`src/sv/tbt_ram.sv`:
```
module tbt_ram #(
    parameter int WIDTH = 8,
    parameter int DEPTH = 64
) (
    input  logic                     clk,
    input  logic                     we,
    input  logic [$clog2(DEPTH)-1:0] waddr,
    input  logic [WIDTH-1:0]         wdata,
    input  logic [$clog2(DEPTH)-1:0] raddr,
    output logic [WIDTH-1:0]         rdata
);

    logic [WIDTH-1:0] mem [DEPTH];

    // one write port, one registered read port
    always_ff @(posedge clk)
    begin
        if (we)
        begin
            mem[waddr] <= wdata;
        end
        rdata <= mem[raddr];
    end

endmodule

```
`config.mk`:
```
export PLATFORM = sky130hd
export DESIGN_NAME = tbt_ram
export DESIGN_NICKNAME = d
export VERILOG_FILES = /design/src/sv/tbt_ram.sv
export SDC_FILE = /design/constraint.sdc
export NUM_CORES = 1
export LEC_CHECK = 0
export BUFFER_PORTS_ARGS = -buffer_cell sky130_fd_sc_hd__buf_4
export CORE_ASPECT_RATIO = 1.25
export CORE_MARGIN = 2
export CORE_UTILIZATION = 35
export DETAILED_ROUTE_END_ITERATION = 12
export HOLD_SLACK_MARGIN = 0.12
export MAX_ROUTING_LAYER = met4
export PLACE_DENSITY_LB_ADDON = 0.3
export SYNTH_ARGS = -nofsm -noshare
export SYNTH_HDL_FRONTEND = slang
export SYNTH_SLANG_ARGS = --single-unit
```
`constraint.sdc`:
```
create_clock -name clk -period 5.4 [get_ports clk]
set_clock_uncertainty 0.2 [all_clocks]
set_input_delay 0.81 -clock clk [delete_from_list [all_inputs] [get_ports clk]]
set_output_delay 0.81 -clock clk [all_outputs]
set_load 0.1 [all_outputs]
```
==> key figures <==
Timing
  • Slew Limit Headroom: 0.323
  • RSZ-0062 raised after global routing: false
  • Final number of hold-violating endpoints: 0
  • Final setup TNS: 0 ns
  • Final Slew Violations: 0
  • Clock period minus worst slack: 3.10 ns
  • Highest clock rate: 323 MHz
  • Setup Viol. Count Final: 0
  • Post-route fraction of the period consumed by the critical path: 0.574
  • Slew at the pin closest to its max-slew limit: 1.02 ns

Synthesis
  • Count of mapped cells out of synthesis: 940
  • Library cell with the largest summed area after synthesis: edfxtp_1
  • Commonest cells in the netlist: 512 x edfxtp_1, 126 x mux4_2, 83 x nor2_1, 23 x mux2i_1, 19 x nand2_1
  • Post-synth top area share: 0.762
  • Unique masters post-synth: 40
  • Asr flop ratio synth: 0
  • Number of warnings printed during yosys synthesis: 0
  • Cell types with the largest area share after synthesis: edfxtp_1 76%, mux4_2 14%, nor2_1 1.5%, mux2i_1 1.1%, dfxtp_1 0.79%
  • Number of register bits inferred by synthesis: 520
  • Post-synthesis net count: 962
  • Average cell area after synthesis: 21.5 µm²
  • Cell area after synthesis: 20200 µm²
  • Post-synth top flop: edfxtp_1
  • Most numerous cell in the Yosys netlist: edfxtp_1
  • Sequential-to-total area share from yosys stat: 0.770
  • Number of synthesized flops with an enable pin: 512

Routing
  • 1st-pass router iterations: 5
  • Final routed wire length divided by cell count: 25.7 µm
  • Post-DR vias/cell: 5.30
  • Total Wirelength: 45.4 mm
  • # DRC: 0
  • DRC marker count from the first detailed-route iteration: 848
  • Total via count in the routed design: 9375
  • Number of nets with antenna violations after detailed routing: 0

Die
  • Core area: 57100 µm²
  • Cell Rows: 98
  • DIE AREA: 59600 µm²
  • I/O pins: 30
  • Effective utilization at floorplan: 0.353
  • Height of the chip: 272 µm
  • Die span in x: 219 µm

Setup path
  • Critical path endpoint category: flip-flop
  • Worst path bufs/invs: 2
  • Startpoint kind of the worst setup timing path: input pin
  • Family with the most delay on the worst path: compound AO/OA/AOI/OAI gates
  • Slowest cell on crit path: a221oi_1
  • Critical Setup Path Class: input pin to flip-flop
  • Arrival time of data at the critical path endpoint: 3.32 ns
  • Data required time at the worst endpoint: 5.62 ns
  • Reg-to-reg startpoint: mem[46][1]
  • Maximum fanout encountered on the critical timing path: 69
  • Critical Path Start: raddr[0]
  • Depth of the critical timing path with buffers and inverters included: 5
  • Cell-by-cell listing of the critical path: clkbuf_8 > buf_4 > mux2_2 > a221oi_1 > o2bb2ai_1
  • Worst Reg2Reg Path Length in Cells: 4
  • Delay of the slowest cell on the worst path: 0.88 ns

Final layout
  • N_diodes: 0
  • Layout area overhead: 13.0%
  • Number of nets in the final layout: 1002
  • Share of final-layout standard cells stronger than drive strength 1: 0.254
  • Finished Core Util: 0.399

Job
  • Max-cap violations: 0

Clock tree
  • Cts bufs inserted: 48
  • Insertion delay to the later sink of the worst-skew pair: 0.58 ns
  • CTS tree: yes
  • Cells resized by post-CTS repair: 0
  • Count of clock tree sinks: 520
  • # hold bufs at CTS: 0
  • Clock input transition at the sequential cells of the worst setup and hold paths: 0.06 ns
  • Post-CTS setup repair buffer count: 0
  • H-Tree Level Count: 2
  • Clock root buffer: clkbuf_16
  • Maximum root-to-sink buffer count: 3

Min path
  • Hold path startpoint: raddr[5]
  • Path category of the worst min-delay check: input pin to flip-flop
  • Count of cells along the worst hold path: 2

Status
  • Outcome: completed

Placed design
  • HPWL after detailed placement: 27.2 mm
  • Gpl congestion: 0.772
  • Buffers added on ports: 29

GRT
  • Overflow left after global routing: 0
  • Number of global-route vias before repair: 9809
  • Largest net degree at the start of global routing: 70
  • Wire length of the first global-routing pass: 67.5 mm
  • Number of antenna violations at the first check in global routing: 0
  • Overall global routing resource usage: 0.161

Pwr
  • Cell leakage power: 6.98 nW
  • Power density over cell area: 374 nW/µm²
  • Pwr Total: 8.51 mW
  • IR Drop Worst-Case VDD: 0.222 mV
-- cell usage in the layout (no fill, tap or decap), types with 10 or more instances in the layout --
cell type | Yosys | routed
mux2i_1 | 23 | 23
buf_4 | 13 | 39
edfxtp_1 | 512 | 512
nand2_1 | 19 | 19
nor2b_1 | 14 | 14
mux2_2 | 13 | 13
clkbuf_1 | 17 | 10
nor2_1 | 83 | 83
nand3_1 | 13 | 13
clkinv_2 | 0 | 11
mux4_2 | 126 | 126
clkbuf_16 | 0 | 50
-- cells by family (layout without fill, tap and decap cells) --
family	Yosys count	after routing	synth area share
AO/OA/AOI/OAI	54	54	0.0207
flip-flops	520	520	0.770
AND/OR/NAND/NOR	153	153	0.0339
multiplexers	162	162	0.159
buffers and inverters	51	131	0.0157
-- per-layer routing --
layer,track usage,up-vias,wire length (µm)
li1,-,4003,-
met1,0.201,4993,18200
met2,0.262,282,23000
met3,0.0238,97,2280
met4,0.0674,0,1940
met5,-,-,0
-- final cells by class --
type	count	area, µm²
Timing Repair Buffer	41	327
Fill cell	5121	34400
Multi-Input combinational cell	369	4320
Clock inverter	27	338
Sequential cell	520	15500
Tap cell	750	938
Clock buffer	63	1330
-- path summary, 6_finish.rpt --
kind | end | slack [ns]
worst max-delay path | rdata[1] | 2.30
worst min-delay path | rdata[3] | 0.40
worst max register to register | rdata[1] | 2.88
worst min register to register | rdata[1] | 0.61
-- flip-flops by register name, indices dropped and copies added (netlist names) --
name	flops
mem	512
rdata	8
-- report_power, final --
| group | internal [mW] | switching, mW |
|---|---|---|
| registers | 4.47 | 0.0135 |
| clock network | 2.08 | 1.48 |
| logic | 0.156 | 0.310 |
-- worst reg2reg max path, cell delays in order, from the launching register on --
cell and delay, ns:
edfxtp_1 0.37, mux4_2 0.47, mux2_2 0.30, a221oi_1 0.88, o2bb2ai_1 0.16
-- through the flow --
stage / cell area [µm²] / std cells / hold slack (ns) / setup WS, ns
detailed placement: 21100 / 1680 / 0.585 / 1.69
CTS: 22800 / 1770 / 0.381 / 2.29
global placement: 21100 / 1680 / 0.580 / 1.72
global route: 22800 / 1770 / 0.401 / 2.18
finish: 22800 / 1770 / 0.395 / 2.30
floorplan: 20200 / 940 / 0.518 / 2.72
(Power assumes the default switching activity.)
